--- config.mk ---
export PLATFORM = sky130hd
export DESIGN_NAME = chex_div_cell
export DESIGN_NICKNAME = d
export VERILOG_FILES = /design/src/sv/circle_hex_edge_contact_core_assert.svh /design/src/sv/chex_pkg.sv /design/src/sv/chex_div_cell.sv
export SDC_FILE = /design/constraint.sdc
export NUM_CORES = 1
export LEC_CHECK = 0
export BUFFER_PORTS_ARGS = -buffer_cell sky130_fd_sc_hd__buf_2
export CAP_MARGIN = 15
export CORE_AREA = 2 2 247 249
export CTS_BUF_LIST = sky130_fd_sc_hd__clkbuf_2 sky130_fd_sc_hd__clkbuf_4 sky130_fd_sc_hd__clkbuf_8
export DETAILED_ROUTE_END_ITERATION = 8
export DIE_AREA = 0 0 249 251
export GPL_ROUTABILITY_DRIVEN = 1
export MAX_ROUTING_LAYER = met4
export SYNTH_ARGS = -nofsm -noshare
export SYNTH_HDL_FRONTEND = slang
export SYNTH_SLANG_ARGS = --single-unit
--- constraint.sdc ---
create_clock -name clk -period 0.85 [get_ports clk]
set_input_delay 0.085 -clock clk [delete_from_list [all_inputs] [get_ports clk]]
set_output_delay 0.085 -clock clk [all_outputs]
set_load 0.01 [all_outputs]
--- src/sv/circle_hex_edge_contact_core_assert.svh ---
// Assertion macros shared by the contact core.
`ifndef CIRCLE_HEX_EDGE_CONTACT_CORE_ASSERT_SVH
`define CIRCLE_HEX_EDGE_CONTACT_CORE_ASSERT_SVH

// Same-cycle implication, sampled on clk, off while arst_n is low.
`define CHEX_ASSERT_NOW(lbl, ante, cons) \
	lbl: assert property (@(posedge clk) disable iff (!arst_n) (ante) |-> (cons)) \
		else $error("contact core assertion failed");

// Next-cycle implication, sampled on clk, off while arst_n is low.
`define CHEX_ASSERT_NEXT(lbl, ante, cons) \
	lbl: assert property (@(posedge clk) disable iff (!arst_n) (ante) |=> (cons)) \
		else $error("contact core assertion failed");

`endif

--- src/sv/chex_pkg.sv ---
// Types and constants of the circle to hex edge contact pipeline.
package chex_pkg;

	localparam int CORNER_REGS = 6;
	localparam int DIV_STEPS   = 30;
	localparam int SQRT_STEPS  = 31;
	localparam int NORM_BITS   = 15;

	typedef enum logic [1:0] {
		MODE_START = 2'd0,
		MODE_END   = 2'd1,
		MODE_FRAC  = 2'd2
	} proj_mode_t;

	typedef struct packed {
		logic               valid;
		logic [62:0]        rem;
		logic [62:0]        den;
		logic [29:0]        quo;
		proj_mode_t         mode;
		logic signed [30:0] ax;
		logic signed [30:0] ay;
		logic signed [31:0] vx;
		logic signed [31:0] vy;
		logic [30:0]        r;
	} div_cell_t;

	typedef struct packed {
		logic        valid;
		logic [60:0] x;
		logic [61:0] res;
		logic        hit;
		logic        sx;
		logic        sy;
		logic [29:0] mx;
		logic [29:0] my;
		logic [30:0] r;
	} sqrt_cell_t;

	typedef struct packed {
		logic        valid;
		logic [45:0] remx;
		logic [45:0] remy;
		logic [30:0] dlen;
		logic [14:0] qx;
		logic [14:0] qy;
		logic        hit;
		logic        sx;
		logic        sy;
		logic [30:0] r;
	} norm_cell_t;

endpackage

--- src/sv/chex_div_cell.sv ---
// One restoring division step of the projection parameter.
module chex_div_cell
	import chex_pkg::*;
(
	input  logic      clk,
	input  logic      arst_n,
	input  logic      en,
	input  div_cell_t d_in,
	output div_cell_t d_out
);

	div_cell_t   cell_q;
	div_cell_t   nxt;
	logic [63:0] shifted;
	logic [63:0] diff;
	logic        take;

	always_comb begin
		shifted = {d_in.rem, 1'b0};
		diff    = shifted - {1'b0, d_in.den};
		take    = shifted >= {1'b0, d_in.den};
		nxt     = d_in;
		nxt.rem = take ? diff[62:0] : shifted[62:0];
		nxt.quo = {d_in.quo[28:0], take};
	end

	always_ff @(posedge clk or negedge arst_n) begin
		if (!arst_n) begin
			cell_q.valid <= 1'b0;
		end else if (en) begin
			cell_q <= nxt;
		end
	end

	assign d_out = cell_q;

endmodule

## Word-level counts from Yosys, hierarchy flattened

Cells that the tools add are included.

- Logic and storage cells: 15
- Output and inout port bits: 316
- Register bits: 316

- Multiplexer cells: 1
- Reduce and logical (&&, ||, !) cells: 1
- $lt $le $gt $ge: 1
- Add/subtract/negate cells: 1

Operators with widths:

| kind | number |
|---|---|
| $ge A64 B63 Y1 | 1 |
| $mux W63 | 1 |
| $sub A63 B63 Y63 | 1 |
| $reduce_and A2 Y1 | 1 |

## Logic depth before layout (Yosys ltp)

Gate-level depths: netlist of run 1.

- Word-level depth: 2
- Depth in mapped cells: 14
- Mapped depth without buffers: 13

## Least setup slack after synthesis of run 1

Ideal clock, no wire load.

- Path kind: input-to-reg
- Start point: in en
- End point: reg cell_q (netlist bit d_out[0]), enable pin
- Stages on the path: 1
- Path slack: -7.051 ns
- Required time: 0.135 ns
- Arrival time: 7.186 ns
- Setup time: 0.715 ns
- Cell sequence: and2_1

- Cells in the longest elaborated chain, start to end: 1

RTL lines:

| item | line | text |
|---|---|---|
| start, declared | chex_div_cell.sv:7 | `input logic en,` |
| $reduce_and A2 Y1 (no source line) | - |  |
| end signal, assigned | chex_div_cell.sv:31 | `cell_q <= nxt;` |
| end, declared | chex_div_cell.sv:12 | `div_cell_t cell_q;` |

Every way passes these cells.
A chain may end at the register's enable or synchronous reset.

==> results of run 1 <==
## logic make-up (layout without fill, tap and decap cells)
group                      Yosys count  in the layout
AOI/OAI and AO/OA                  223            223
xor gates and xnor gates            57             57
adders and majority gates           64             64
buffers and inverters              110           1473
DFF                                316            316
muxes                               56             56
other                                0             11
and+or+nand+nor                    195            195
## layer usage
layer	up-vias	wire [um]	track usage
met1	6720	24930	0.2166
met2	536	34980	0.3815
met5	-	0	-
met3	130	4247	0.05571
met4	0	2579	0.06944
li1	6543	-	-
## worst max-delay path, cell delays in order
cell and delay, ns:
sky130_fd_sc_hd__buf_12 0.09, sky130_fd_sc_hd__inv_12 0.03, sky130_fd_sc_hd__ha_4 0.27, sky130_fd_sc_hd__nand4_4 0.10, sky130_fd_sc_hd__or2_1 0.24, sky130_fd_sc_hd__or4_4 0.50, sky130_fd_sc_hd__a21oi_4 0.20, sky130_fd_sc_hd__o21bai_2 0.09
sky130_fd_sc_hd__a2111o_1 0.43, sky130_fd_sc_hd__nand2_4 0.13, sky130_fd_sc_hd__buf_12 0.15, sky130_fd_sc_hd__mux2_4 0.31, sky130_fd_sc_hd__a31oi_4 0.13, sky130_fd_sc_hd__nand3_1 0.09
## how the worst max path moves through the flow
stage | from | end | depth (start not counted)
final | d_in[203] | d_out[309]$_DFFE_PP_ | 14
after global placement | d_in[193] | d_out[313]$_DFFE_PP_ | 15
after CTS | d_in[203] | d_out[309]$_DFFE_PP_ | 14
after floorplan | d_in[203] | d_out[313]$_DFFE_PP_ | 13
after global routing | d_in[190] | d_out[313]$_DFFE_PP_ | 14
after detailed placement | d_in[193] | d_out[313]$_DFFE_PP_ | 15
## stage by stage
step | instance area [um2] | setup TNS (ns) | power [mW] | util
floorplan | 14560 | -712.04 | 23.70 | -
global placement | 21010 | -228.95 | 28.89 | 0.3513
detailed placement | 21010 | -235.25 | 28.95 | 0.3513
CTS | 26090 | -274.03 | 45.71 | 0.4363
global route | 26960 | -248.70 | 48.21 | 0.4509
finish | 26970 | -224.44 | 46.18 | 0.4510
## power by group through the flow
stage	clock, mW	sequential (mW)	combinational (mW)
final	14.5	19.1	12.7
after global routing	15.6	19.1	13.5
after CTS	14.9	19.0	11.8
after detailed placement	0	19.3	9.66
after global placement	0	19.3	9.60
after floorplan	0	20.0	3.74
## area by class of cell
class	instances	area share
multi-input combinational	595	0.1943
antenna	11	0.001021
clock buffer	72	0.03327
inverter	79	0.01248
timing repair buffer	1290	0.3623
clock inverter	32	0.008677
tap	782	0.03628
sequential	316	0.3517
## layout by cell type (no fill, tap or decap), drive strengths merged, types with 34 or more instances in the layout
cell type and n:
o21ai 39, a21oi 79, inv 79, dlygate4sd3 316
ha 63, buf 967, nor2 34, clkbuf 79
nand2 52, edfxtp 315, a21o 34, mux2 56
xnor2 35
## timing repair
item,CTS,global route
setup endpoints to repair,380,683
hold buffers,315,3
pin swaps,25,55
hold endpoints to repair,320,6
gates cloned,3,7
resized for setup,173,147
setup buffers,13,13
==> metrics.txt, run 1 <==
# TYPE chip_impl_metric gauge
chip_impl_info{name="post_synth_main_area_contributors",value="sky130_fd_sc_hd__edfxtp_1 66%, sky130_fd_sc_hd__ha_1 5.5%, sky130_fd_sc_hd__mux2_2 4.0%"} 1
chip_impl_metric{name="via_count_of_the_first_global_routing_pass",unit=""} 14910
chip_impl_metric{name="hold-path-cell-count",unit=""} 2
chip_impl_metric{name="fillerInstances",unit=""} 5370
chip_impl_info{name="whs_endpoint",value="d_out[260]$_DFFE_PP_"} 1
chip_impl_metric{name="core-area",unit="mm2"} 0.05979
chip_impl_metric{name="post-route-drc-count",unit=""} 0
chip_impl_metric{name="powerDensity",unit="mW/mm2"} 1712
chip_impl_metric{name="finish.net_count",unit=""} 2722
chip_impl_metric{name="grt.total_usage",unit=""} 0.2086
chip_impl_metric{name="timing.critical_path.fanout_max",unit=""} 6
chip_impl_metric{name="synth_to_final_area_change",unit="%"} 87.96
chip_impl_metric{name="die_width",unit="um"} 249
chip_impl_metric{name="htree_levels",unit=""} 2
chip_impl_metric{name="ff_latch_area",unit="mm2"} 0.009484
chip_impl_metric{name="largest_register_ff_count",unit=""} 316
chip_impl_metric{name="antenna_found_initial",unit=""} 17
chip_impl_metric{name="post_synth_edffs",unit=""} 315
chip_impl_metric{name="final_worst_setup_slack",unit="ns"} -1.620
chip_impl_metric{name="layout.cells.non_filler",unit=""} 3177
chip_impl_metric{name="post_synthesis_share_of_cell_area_spent_on_and_or_nand_and_nor_gates",unit=""} 0.07012
chip_impl_metric{name="max-cap-violations",unit=""} 0
chip_impl_metric{name="synth_sequential_area_ratio",unit=""} 0.6611
chip_impl_metric{name="sw_frac_of_total",unit=""} 0.2824
chip_impl_info{name="synthFlopType",value="sky130_fd_sc_hd__edfxtp_1"} 1
chip_impl_info{name="cts_tree",value="yes"} 1
chip_impl_info{name="synth_most_common_cell",value="sky130_fd_sc_hd__edfxtp_1"} 1
chip_impl_metric{name="dp_hpwl",unit="um"} 49980
chip_impl_metric{name="ys_types",unit=""} 68
chip_impl_info{name="largest_family_of_logic_cells_by_synthesized_area",value="compound AO/OA/AOI/OAI gates"} 1
chip_impl_metric{name="die_h",unit="um"} 251
chip_impl_metric{name="layout_worst_path_cycle_share",unit=""} 2.906
chip_impl_info{name="hp-start",value="d_in[259]"} 1
chip_impl_metric{name="initial_core_util",unit=""} 0.2399
chip_impl_metric{name="cts.clk_slew.worst_paths",unit="ns"} 0.06
chip_impl_metric{name="core.rowCount",unit=""} 90
chip_impl_info{name="status",value="complete, but fails checks"} 1
chip_impl_metric{name="r2r_setup_slack",unit="ns"} 0.11
chip_impl_metric{name="clock_sink_count",unit=""} 316
chip_impl_info{name="endpoint_kind",value="flip-flop"} 1
chip_impl_metric{name="internal-power",unit="mW"} 33.13
chip_impl_metric{name="peakVddDrop",unit="mV"} 1.138
chip_impl_metric{name="routedWlPerCell",unit="um"} 21.01
chip_impl_metric{name="synth_mux_area_frac",unit=""} 0.04396
chip_impl_metric{name="yosysWarnings",unit=""} 0
chip_impl_metric{name="synth_compound_gate_area_share",unit=""} 0.1017
chip_impl_metric{name="ctsLongestPathBuffers",unit=""} 3
chip_impl_metric{name="synth-adder-area-share",unit=""} 0.05634
chip_impl_metric{name="latest_clock_arrival_within_the_worst_skew_pair",unit="ns"} 0.65
chip_impl_metric{name="hold_viol",unit=""} 2
chip_impl_metric{name="place_congestion",unit=""} 0.9088
chip_impl_info{name="rsz0062_at_grt",value="true"} 1
chip_impl_metric{name="postRouteAntennaNets",unit=""} 0
chip_impl_metric{name="ios",unit=""} 635
chip_impl_metric{name="post_synthesis_cells",unit=""} 1021
chip_impl_metric{name="grt_first_pass_wirelength",unit="um"} 95100
chip_impl_metric{name="wl",unit="um"} 66740
chip_impl_metric{name="share_of_final_layout_standard_cells_stronger_than_drive_strength_1",unit=""} 0.5155
chip_impl_info{name="failed_checks",value="negative hold slack, negative setup slack"} 1
chip_impl_metric{name="skew",unit="ns"} 0
chip_impl_metric{name="power_frac_comb",unit=""} 0.274
chip_impl_metric{name="actual_transition_at_the_worst_max_transition_pin",unit="ns"} 0.5740
chip_impl_info{name="hold_path_class",value="input port to flip-flop"} 1
chip_impl_metric{name="worst_ep_arrival_time",unit="ns"} 2.87
chip_impl_metric{name="route.vias.total",unit=""} 13930
chip_impl_metric{name="cts_inserted_buffers",unit=""} 57
chip_impl_metric{name="achievable-frequency",unit="GHz"} 0.4048
chip_impl_info{name="reg2reg_to",value="d_out[315]$_DFFE_PN0P_"} 1
chip_impl_metric{name="net_switching_power",unit="mW"} 13.04
chip_impl_info{name="critical_path.reg2reg.startpoint",value="d_out[315]$_DFFE_PN0P_"} 1
chip_impl_metric{name="finalWorstPathRequiredPeriod",unit="ns"} 2.470
chip_impl_metric{name="grt_max_degree",unit=""} 30
chip_impl_info{name="path_class",value="input port to flip-flop"} 1
chip_impl_metric{name="reg2reg_depth",unit=""} 1
chip_impl_metric{name="worst_relative_slew_slack",unit=""} 0.6133
chip_impl_metric{name="proportion_of_power_drawn_by_the_clock_network",unit=""} 0.313
chip_impl_metric{name="syn_avg_cell_area",unit="um2"} 14.05
chip_impl_info{name="netlist_top_cells_count",value="315 x sky130_fd_sc_hd__edfxtp_1, 79 x sky130_fd_sc_hd__inv_1, 77 x sky130_fd_sc_hd__a21oi_1"} 1
chip_impl_metric{name="total_leakage_power",unit="nW"} 11.95
chip_impl_metric{name="route.detailed.vias_per_inst",unit=""} 4.384
chip_impl_info{name="netlist.top_cell.by_area",value="sky130_fd_sc_hd__edfxtp_1"} 1
chip_impl_metric{name="synthesis.area",unit="mm2"} 0.01435
chip_impl_metric{name="share_of_flip_flops_with_an_asynchronous_set_or_reset_after_synthesis",unit=""} 0.003165
chip_impl_metric{name="grt.overflow.total",unit=""} 0
chip_impl_metric{name="hold_slack",unit="ns"} -0.2438
chip_impl_metric{name="yosys_register_bits",unit=""} 316
chip_impl_metric{name="synth_xor_area_frac",unit=""} 0.03480
chip_impl_metric{name="setup_viol_count_final",unit=""} 380
chip_impl_metric{name="die-area",unit="mm2"} 0.06250
chip_impl_metric{name="worstPathRequired",unit="ns"} 1.25
chip_impl_metric{name="synth_top_cell_area_share",unit=""} 0.6593
chip_impl_metric{name="place.detailed.instances",unit=""} 2716
chip_impl_info{name="cts-root-buf",value="sky130_fd_sc_hd__clkbuf_8"} 1
chip_impl_metric{name="multiInputGateArea",unit="mm2"} 0.005239
chip_impl_metric{name="maxSlewViolCount",unit=""} 0
chip_impl_metric{name="detailedRoute.firstIterationViolations",unit=""} 581
chip_impl_metric{name="io_buffers",unit=""} 633
chip_impl_info{name="startpoint_type",value="input port"} 1
chip_impl_metric{name="synth_nets",unit=""} 1404
chip_impl_metric{name="seq_power_share",unit=""} 0.413
chip_impl_metric{name="count_of_tritonroute_iterations_in_the_first_routing_pass",unit=""} 5
chip_impl_metric{name="place_ws",unit="ns"} -2.827
Power figures use the tool's default switching activity.
==> run 2, diff against run 1 <==
--- a/config.mk
+++ b/config.mk
@@ -5,12 +5,14 @@
 export SDC_FILE = /design/constraint.sdc
 export NUM_CORES = 1
 export LEC_CHECK = 0
+export ABC_CLOCK_PERIOD_IN_PS = 850
 export BUFFER_PORTS_ARGS = -buffer_cell sky130_fd_sc_hd__buf_2
 export CAP_MARGIN = 15
-export CORE_AREA = 2 2 247 249
+export CORE_AREA = 2 2 245 247
 export CTS_BUF_LIST = sky130_fd_sc_hd__clkbuf_2 sky130_fd_sc_hd__clkbuf_4 sky130_fd_sc_hd__clkbuf_8
+export CTS_CLUSTER_SIZE = 12
 export DETAILED_ROUTE_END_ITERATION = 8
-export DIE_AREA = 0 0 249 251
+export DIE_AREA = 0 0 247 249
 export GPL_ROUTABILITY_DRIVEN = 1
 export MAX_ROUTING_LAYER = met4
 export SYNTH_ARGS = -nofsm -noshare
==> metrics.txt, run 2 (synthesized netlist as in run 1, its figures left out) <==
# TYPE chip_impl_metric gauge
chip_impl_info{name="cp_slowest_cell",value="sky130_fd_sc_hd__or4_4"} 1
chip_impl_metric{name="final_worst_setup_slack",unit="ns"} -1.645
chip_impl_metric{name="met3_usage",unit=""} 0.06399
chip_impl_metric{name="place_ws",unit="ns"} -2.941
chip_impl_info{name="startpoint_type",value="input port"} 1
chip_impl_metric{name="globalRouteMet1Util",unit=""} 0.2148
chip_impl_info{name="cts_tree",value="yes"} 1
chip_impl_info{name="mostFrequentLayoutCells",value="564 x sky130_fd_sc_hd__buf_2, 315 x sky130_fd_sc_hd__edfxtp_1, 315 x sky130_fd_sc_hd__dlygate4sd3_1, 301 x sky130_fd_sc_hd__buf_4, 76 x sky130_fd_sc_hd__buf_6"} 1
chip_impl_metric{name="die-area",unit="mm2"} 0.06150
chip_impl_info{name="status",value="complete, but fails checks"} 1
chip_impl_info{name="gr-max-usage-layer",value="met2"} 1
chip_impl_metric{name="via_count_of_the_first_global_routing_pass",unit=""} 14940
chip_impl_info{name="cts-root-buf",value="sky130_fd_sc_hd__clkbuf_8"} 1
chip_impl_metric{name="total_leakage_power",unit="nW"} 11.85
chip_impl_metric{name="gr-usage-met2",unit=""} 0.3772
chip_impl_metric{name="cts.clk_slew.worst_paths",unit="ns"} 0.06
chip_impl_info{name="rsz0062_at_grt",value="true"} 1
chip_impl_metric{name="hold_viol",unit=""} 2
chip_impl_metric{name="route.vias.total",unit=""} 13870
chip_impl_metric{name="max-cap-violations",unit=""} 0
chip_impl_metric{name="powerDensity",unit="mW/mm2"} 1750
chip_impl_metric{name="worst_path_largest_cell_delay",unit="ns"} 0.54
chip_impl_metric{name="proportion_of_power_drawn_by_the_clock_network",unit=""} 0.330
chip_impl_metric{name="routedWlPerCell",unit="um"} 20.99
chip_impl_metric{name="count_of_tritonroute_iterations_in_the_first_routing_pass",unit=""} 6
chip_impl_metric{name="largest_register_ff_count",unit=""} 316
chip_impl_metric{name="synth_to_final_area_change",unit="%"} 86.67
chip_impl_metric{name="setup_viol_count_final",unit=""} 381
chip_impl_metric{name="maxSlewViolCount",unit=""} 0
chip_impl_metric{name="skew",unit="ns"} 0
chip_impl_metric{name="grt_max_degree",unit=""} 35
chip_impl_metric{name="clock_sink_count",unit=""} 316
chip_impl_metric{name="dp_hpwl",unit="um"} 50140
chip_impl_metric{name="core-area",unit="mm2"} 0.05869
chip_impl_info{name="layout.cells.most_common",value="sky130_fd_sc_hd__buf_2"} 1
chip_impl_metric{name="design_power_total",unit="mW"} 46.85
chip_impl_metric{name="core.rowCount",unit=""} 89
chip_impl_metric{name="worst_relative_slew_slack",unit=""} 0.6658
chip_impl_metric{name="route.detailed.vias_per_inst",unit=""} 4.379
chip_impl_info{name="path_class",value="input port to flip-flop"} 1
chip_impl_metric{name="seq_power_share",unit=""} 0.407
chip_impl_metric{name="io_buffers",unit=""} 633
chip_impl_metric{name="die_width",unit="um"} 247
chip_impl_info{name="hold_path_class",value="input port to flip-flop"} 1
chip_impl_metric{name="place_congestion",unit=""} 0.9286
chip_impl_metric{name="finalWorstPathRequiredPeriod",unit="ns"} 2.495
chip_impl_info{name="failed_checks",value="negative hold slack, negative setup slack"} 1
chip_impl_metric{name="peakVddDrop",unit="mV"} 1.217
chip_impl_info{name="crit_path_cell_trace",value="buf_8 -> inv_8 -> ha_4 -> nand4_4 -> or2_1 -> or4_4 -> a21oi_4 -> o21bai_2 -> a2111o_1 -> nand2_4 -> buf_12 -> mux2_4 -> a31oi_1 -> nand3_1"} 1
chip_impl_metric{name="worstPathRequired",unit="ns"} 1.27
chip_impl_metric{name="internal-power",unit="mW"} 33.75
chip_impl_metric{name="total_neg_setup_slack",unit="ns"} -231.05
chip_impl_metric{name="wl",unit="um"} 66490
chip_impl_metric{name="post-route-drc-count",unit=""} 0
chip_impl_metric{name="hold_slack",unit="ns"} -0.1594
chip_impl_metric{name="ctsLongestPathBuffers",unit=""} 3
chip_impl_info{name="endpoint_kind",value="flip-flop"} 1
chip_impl_metric{name="finish.net_count",unit=""} 2713
chip_impl_metric{name="power_frac_comb",unit=""} 0.264
chip_impl_metric{name="postRouteAntennaNets",unit=""} 0
chip_impl_metric{name="grt.overflow.total",unit=""} 0
chip_impl_metric{name="sw_frac_of_total",unit=""} 0.2797
chip_impl_metric{name="cts_inserted_buffers",unit=""} 57
chip_impl_metric{name="latest_clock_arrival_within_the_worst_skew_pair",unit="ns"} 0.67
chip_impl_metric{name="net_switching_power",unit="mW"} 13.10
chip_impl_metric{name="timing.critical_path.fanout_max",unit=""} 5
chip_impl_metric{name="actual_transition_at_the_worst_max_transition_pin",unit="ns"} 0.4960
chip_impl_metric{name="share_of_final_layout_standard_cells_stronger_than_drive_strength_1",unit=""} 0.5086
chip_impl_metric{name="grt.total_usage",unit=""} 0.2126
chip_impl_metric{name="detailedRoute.firstIterationViolations",unit=""} 685
chip_impl_metric{name="achievable-frequency",unit="GHz"} 0.4007
chip_impl_metric{name="layout_worst_path_cycle_share",unit=""} 2.936
chip_impl_metric{name="ios",unit=""} 635
chip_impl_metric{name="grt_first_pass_wirelength",unit="um"} 93840
chip_impl_metric{name="antenna_found_initial",unit=""} 25
chip_impl_metric{name="die_h",unit="um"} 249
chip_impl_metric{name="initial_core_util",unit=""} 0.2445
chip_impl_metric{name="worst_ep_arrival_time",unit="ns"} 2.91
chip_impl_metric{name="htree_levels",unit=""} 2
[run 2: cell count changes in the layout (fill, tap and decap cells not counted), moves of 4 or more]
| cell | before | now |
|---|---|---|
| sky130_fd_sc_hd__mux2_4 | 54 | 48 |
| sky130_fd_sc_hd__diode_2 | 11 | 17 |
| sky130_fd_sc_hd__clkbuf_16 | 7 | 3 |
| sky130_fd_sc_hd__mux2_2 | 1 | 6 |
| sky130_fd_sc_hd__clkbuf_4 | 15 | 9 |
| sky130_fd_sc_hd__a21oi_1 | 56 | 64 |
| sky130_fd_sc_hd__buf_4 | 306 | 301 |
| sky130_fd_sc_hd__a21oi_2 | 19 | 12 |
[run 2: area by class of cell]
cell class | count | area, um2
inverter | 79 | 339.1
tap | 773 | 967.2
multi-input combinational | 595 | 5125
clock inverter | 39 | 350.3
antenna | 17 | 42.54
sequential | 316 | 9484
timing repair buffer | 1281 | 9607
clock buffer | 67 | 865.8
fill | 5338 | 31900
[run 2: per-layer routing]
metal	up-vias	routed length (um)
met1	6687	24550
li1	6528	-
met3	129	5025
met5	-	0
met4	0	2692
met2	524	34230
[run 2: worst paths after layout]
| path | cells past startpoint | slack, ns | endpoint | startpoint |
|---|---|---|---|---|
| setup / recovery | 14 | -1.65 | d_out[309]$_DFFE_PP_ | d_in[206] |
| hold / removal | 3 | -0.16 | d_out[253]$_DFFE_PP_ | d_in[252] |
| setup reg to reg | 2 | -0.01 | d_out[315]$_DFFE_PN0P_ | d_out[315]$_DFFE_PN0P_ |
| hold reg to reg | 2 | 0.60 | d_out[315]$_DFFE_PN0P_ | d_out[315]$_DFFE_PN0P_ |
| max in group asynchronous | 3 | 0.47 | d_out[315]$_DFFE_PN0P_ | arst_n |
| min in group asynchronous | 3 | 0.28 | d_out[315]$_DFFE_PN0P_ | arst_n |
[run 2: through the flow]
step / instance area (um2) / utilization / instances
detailed placement: 20900 / 0.3561 / 2697
finish: 26780 / 0.4563 / 3167
global route: 26780 / 0.4563 / 3166
CTS: 26340 / 0.4488 / 3143
global placement: 20900 / 0.3561 / 2697
floorplan: 14560 / - / 1021
[run 2: power groups by stage]
| stage | Combinational [mW] | Clock (mW) | Sequential, mW |
|---|---|---|---|
| 3_5_place_dp | 9.59 | 0 | 19.3 |
| 3_3_place_gp | 9.54 | 0 | 19.3 |
| 6_report | 12.3 | 15.4 | 19.1 |
| 4_1_cts | 12.1 | 16.0 | 19.0 |
| 5_1_grt | 13.2 | 16.6 | 19.1 |
| 2_1_floorplan | 3.74 | 0 | 20.0 |
[run 2: what timing repair did]
action | in CTS | in global routing
endpoints found under the setup margin | 380 | 674
setup buffers | 25 | 8
gates cloned | 3 | 3
hold buffers | 315 | 2
hold endpoints to repair | 324 | 4
pin swaps | 35 | 34
gates resized for setup | 209 | 78
[run 2: critical path: cells and delay by family]
family,cells,cell delay (ns)
AOI/OAI and AO/OA,4,0.87
adders and majority gates,1,0.27
buffers and inverters,3,0.25
muxes,1,0.29
and+or+nand+nor,5,1.13
==> run 3, diff against run 2 <==
--- a/config.mk
+++ b/config.mk
@@ -5,14 +5,15 @@
 export SDC_FILE = /design/constraint.sdc
 export NUM_CORES = 1
 export LEC_CHECK = 0
+export ABC_AREA = 1
 export ABC_CLOCK_PERIOD_IN_PS = 850
 export BUFFER_PORTS_ARGS = -buffer_cell sky130_fd_sc_hd__buf_2
 export CAP_MARGIN = 15
-export CORE_AREA = 2 2 245 247
+export CORE_AREA = 2 2 247 249
 export CTS_BUF_LIST = sky130_fd_sc_hd__clkbuf_2 sky130_fd_sc_hd__clkbuf_4 sky130_fd_sc_hd__clkbuf_8
 export CTS_CLUSTER_SIZE = 12
 export DETAILED_ROUTE_END_ITERATION = 8
-export DIE_AREA = 0 0 247 249
+export DIE_AREA = 0 0 249 251
 export GPL_ROUTABILITY_DRIVEN = 1
 export MAX_ROUTING_LAYER = met4
 export SYNTH_ARGS = -nofsm -noshare
==> constraint.sdc (replaced) <==
create_clock -name clk -period 0.85 [get_ports clk]
set_input_delay 0.085 -clock clk [delete_from_list [all_inputs] [get_ports clk]]
set_output_delay 0.085 -clock clk [all_outputs]
set_load 0.005 [all_outputs]
==> metrics.txt, run 3 <==
# TYPE chip_impl_metric gauge
chip_impl_metric{name="met3_usage",unit=""} 0.06026
chip_impl_metric{name="detailedRoute.firstIterationViolations",unit=""} 1087
chip_impl_metric{name="wl",unit="um"} 88460
chip_impl_metric{name="total_neg_setup_slack",unit="ns"} -172.84
chip_impl_info{name="layout.cells.most_common",value="sky130_fd_sc_hd__buf_2"} 1
chip_impl_metric{name="ctsLongestPathBuffers",unit=""} 3
chip_impl_metric{name="initial_core_util",unit=""} 0.2741
chip_impl_info{name="gr-max-usage-layer",value="met2"} 1
chip_impl_metric{name="final_worst_setup_slack",unit="ns"} -0.6586
chip_impl_metric{name="finish.net_count",unit=""} 3571
chip_impl_metric{name="postRouteAntennaNets",unit=""} 0
chip_impl_metric{name="ios",unit=""} 635
chip_impl_info{name="cts_tree",value="yes"} 1
chip_impl_info{name="mostFrequentLayoutCells",value="546 x sky130_fd_sc_hd__buf_2, 516 x sky130_fd_sc_hd__nand2_1, 323 x sky130_fd_sc_hd__inv_1, 318 x sky130_fd_sc_hd__dlygate4sd3_1, 315 x sky130_fd_sc_hd__edfxtp_1"} 1
chip_impl_metric{name="hold_slack",unit="ns"} -0.4104
chip_impl_metric{name="share_of_flip_flops_with_an_asynchronous_set_or_reset_after_synthesis",unit=""} 0.003165
chip_impl_metric{name="syn_avg_cell_area",unit="um2"} 8.812
chip_impl_metric{name="htree_levels",unit=""} 2
chip_impl_info{name="path_class",value="input port to flip-flop"} 1
chip_impl_metric{name="grt.overflow.total",unit=""} 0
chip_impl_metric{name="finalWorstPathRequiredPeriod",unit="ns"} 1.509
chip_impl_info{name="failed_checks",value="negative hold slack, negative setup slack"} 1
chip_impl_metric{name="skew",unit="ns"} 0
chip_impl_info{name="synth_most_common_cell",value="sky130_fd_sc_hd__nand2_1"} 1
chip_impl_metric{name="core.rowCount",unit=""} 90
chip_impl_info{name="netlist.top_cell.by_area",value="sky130_fd_sc_hd__edfxtp_1"} 1
chip_impl_metric{name="power_frac_comb",unit=""} 0.287
chip_impl_metric{name="actual_transition_at_the_worst_max_transition_pin",unit="ns"} 0.4416
chip_impl_info{name="netlist_top_cells_count",value="744 x sky130_fd_sc_hd__nand2_1, 391 x sky130_fd_sc_hd__inv_1, 315 x sky130_fd_sc_hd__edfxtp_1"} 1
chip_impl_metric{name="gr-usage-met2",unit=""} 0.5074
chip_impl_metric{name="worstPathRequired",unit="ns"} 1.28
chip_impl_metric{name="synth_sequential_area_ratio",unit=""} 0.5787
chip_impl_info{name="rsz0062_at_grt",value="true"} 1
chip_impl_metric{name="antenna_found_initial",unit=""} 24
chip_impl_metric{name="fillerInstances",unit=""} 5472
chip_impl_metric{name="yosysWarnings",unit=""} 0
chip_impl_metric{name="net_switching_power",unit="mW"} 15.22
chip_impl_metric{name="cts_inserted_buffers",unit=""} 58
chip_impl_metric{name="postLayoutCoreUtil",unit=""} 0.5195
chip_impl_metric{name="die_width",unit="um"} 249
chip_impl_metric{name="sw_frac_of_total",unit=""} 0.3028
chip_impl_metric{name="total_leakage_power",unit="nW"} 15.13
chip_impl_metric{name="place_ws",unit="ns"} -1.471
chip_impl_metric{name="yosys_register_bits",unit=""} 316
chip_impl_metric{name="synthesis.area",unit="mm2"} 0.01639
chip_impl_metric{name="worst_relative_slew_slack",unit=""} 0.7056
chip_impl_metric{name="ys_types",unit=""} 32
chip_impl_metric{name="proportion_of_power_drawn_by_the_clock_network",unit=""} 0.334
chip_impl_metric{name="max-cap-violations",unit=""} 0
chip_impl_info{name="startpoint_type",value="input port"} 1
chip_impl_metric{name="place_congestion",unit=""} 0.9766
chip_impl_metric{name="powerDensity",unit="mW/mm2"} 1618
chip_impl_metric{name="grt_first_pass_wirelength",unit="um"} 123300
chip_impl_info{name="synthFlopType",value="sky130_fd_sc_hd__edfxtp_1"} 1
chip_impl_metric{name="internal-power",unit="mW"} 35.04
chip_impl_metric{name="largest_register_ff_count",unit=""} 316
chip_impl_metric{name="grt.total_usage",unit=""} 0.2822
chip_impl_metric{name="route.detailed.vias_per_inst",unit=""} 4.385
chip_impl_metric{name="globalRouteMet1Util",unit=""} 0.2952
chip_impl_metric{name="count_of_tritonroute_iterations_in_the_first_routing_pass",unit=""} 5
chip_impl_metric{name="share_of_final_layout_standard_cells_stronger_than_drive_strength_1",unit=""} 0.4805
chip_impl_info{name="cts-root-buf",value="sky130_fd_sc_hd__clkbuf_8"} 1
chip_impl_metric{name="post_synth_edffs",unit=""} 315
chip_impl_metric{name="die_h",unit="um"} 251
chip_impl_metric{name="layout_worst_path_cycle_share",unit=""} 1.775
chip_impl_metric{name="grt_max_degree",unit=""} 32
chip_impl_metric{name="maxSlewViolCount",unit=""} 0
chip_impl_metric{name="seq_power_share",unit=""} 0.379
chip_impl_metric{name="achievable-frequency",unit="GHz"} 0.6629
chip_impl_metric{name="peakVddDrop",unit="mV"} 1.172
chip_impl_metric{name="route.vias.total",unit=""} 17670
chip_impl_metric{name="latest_clock_arrival_within_the_worst_skew_pair",unit="ns"} 0.67
chip_impl_info{name="post_synth_main_area_contributors",value="sky130_fd_sc_hd__edfxtp_1 58%, sky130_fd_sc_hd__nand2_1 17%, sky130_fd_sc_hd__inv_1 9.0%"} 1
chip_impl_metric{name="worst_ep_arrival_time",unit="ns"} 1.94
chip_impl_metric{name="via_count_of_the_first_global_routing_pass",unit=""} 18290
chip_impl_metric{name="dp_hpwl",unit="um"} 67650
chip_impl_metric{name="synth_nets",unit=""} 2243
chip_impl_metric{name="die-area",unit="mm2"} 0.06250
chip_impl_metric{name="synth_top_cell_area_share",unit=""} 0.5771
chip_impl_metric{name="routedWlPerCell",unit="um"} 21.96
chip_impl_metric{name="timing.critical_path.fanout_max",unit=""} 6
chip_impl_metric{name="cts.clk_slew.worst_paths",unit="ns"} 0.06
chip_impl_info{name="status",value="complete, but fails checks"} 1
chip_impl_metric{name="post_synthesis_cells",unit=""} 1860
chip_impl_metric{name="post-route-drc-count",unit=""} 0
chip_impl_metric{name="setup_viol_count_final",unit=""} 380
chip_impl_metric{name="clock_sink_count",unit=""} 316
chip_impl_metric{name="synth_to_final_area_change",unit="%"} 89.52
chip_impl_metric{name="core-area",unit="mm2"} 0.05979
chip_impl_metric{name="hold_viol",unit=""} 3
chip_impl_info{name="endpoint_kind",value="flip-flop"} 1
chip_impl_metric{name="io_buffers",unit=""} 633
chip_impl_info{name="hold_path_class",value="input port to flip-flop"} 1
[run 3: cells by family after synthesis]
group / share of synthesized area
buffers and inverters: 0.09764
AOI/OAI and AO/OA: 0.01527
adders and majority gates: 0.04932
DFF: 0.5787
xor gates and xnor gates: 0.01603
and+or+nand+nor: 0.2424
muxes: 0.0006870
[run 3: timing repair]
action | in CTS | in global routing
hold buffers | 308 | 10
cloned | 18 | 0
setup endpoints to repair | 380 | 380
resized for setup | 452 | 239
buffers inserted | 43 | 11
hold endpoints to repair | 316 | 12
pin swaps | 72 | 59
[run 3: final cells by class]
type                            instances  area (um2)  area share
Antenna cell                           17       42.54    0.001370
Clock buffer                           71       902.1     0.02904
Clock inverter                         31       371.6     0.01196
Inverter                              394        1528     0.04918
Multi-Input combinational cell       1138        7791      0.2508
Sequential cell                       316        9484      0.3053
Tap cell                              782       978.4     0.03150
Timing Repair Buffer                 1279        9943      0.3201
Timing Repair inverter                  1       20.02   0.0006445
[run 3: path summary, 6_finish.rpt]
kind / startpoint / end / slack [ns] / cells past startpoint
min reg2reg: d_out[315]$_DFFE_PN0P_ / d_out[315]$_DFFE_PN0P_ / 0.54 / 1
max in group asynchronous: arst_n / d_out[315]$_DFFE_PN0P_ / 0.33 / 3
max: d_in[206] / d_out[303]$_DFFE_PP_ / -0.66 / 18
min: d_in[189] / d_out[189]$_DFFE_PP_ / -0.41 / 1
min in group asynchronous: arst_n / d_out[315]$_DFFE_PN0P_ / 0.40 / 3
max reg2reg: d_out[315]$_DFFE_PN0P_ / d_out[315]$_DFFE_PN0P_ / 0.09 / 1
[run 3: layer usage]
layer,wire (um),up-vias
met5,0,-
met4,4666,0
met3,5017,176
met2,45880,630
met1,32900,8324
li1,-,8539
[run 3: worst max-delay path: stages]
cell and delay, ns:
sky130_fd_sc_hd__buf_2 0.10, sky130_fd_sc_hd__inv_2 0.05, sky130_fd_sc_hd__ha_4 0.26, sky130_fd_sc_hd__nand2_1 0.08, sky130_fd_sc_hd__nand2_2 0.06, sky130_fd_sc_hd__nand2_2 0.07
sky130_fd_sc_hd__nand2_2 0.07, sky130_fd_sc_hd__nand2_2 0.06, sky130_fd_sc_hd__nand2_2 0.09, sky130_fd_sc_hd__a21oi_4 0.17, sky130_fd_sc_hd__nand3_2 0.10, sky130_fd_sc_hd__nand2_4 0.09
sky130_fd_sc_hd__nand2_8 0.11, sky130_fd_sc_hd__buf_12 0.17, sky130_fd_sc_hd__buf_12 0.13, sky130_fd_sc_hd__buf_16 0.13, sky130_fd_sc_hd__nand3_2 0.06, sky130_fd_sc_hd__nand2_1 0.05
[run 3: power by group through the flow]
stage	Clock [mW]	Combinational [mW]	Sequential, mW
2_1_floorplan	0	4.45	19.5
6_report	16.8	14.4	19.1
3_3_place_gp	0	10.2	19.3
3_5_place_dp	0	10.3	19.3
5_1_grt	17.8	15.4	19.1
4_1_cts	17.1	13.6	19.0
[run 3: metrics by stage]
step,instances,hold WS [ns],area (um2),power [mW]
floorplan,1860,-0.2106,17370,23.95
global placement,3528,-0.08515,23540,29.48
detailed placement,3528,-0.08484,23540,29.53
CTS,3997,-0.4517,30110,49.72
global route,4028,-0.4625,31060,52.29
finish,4029,-0.4104,31060,50.26
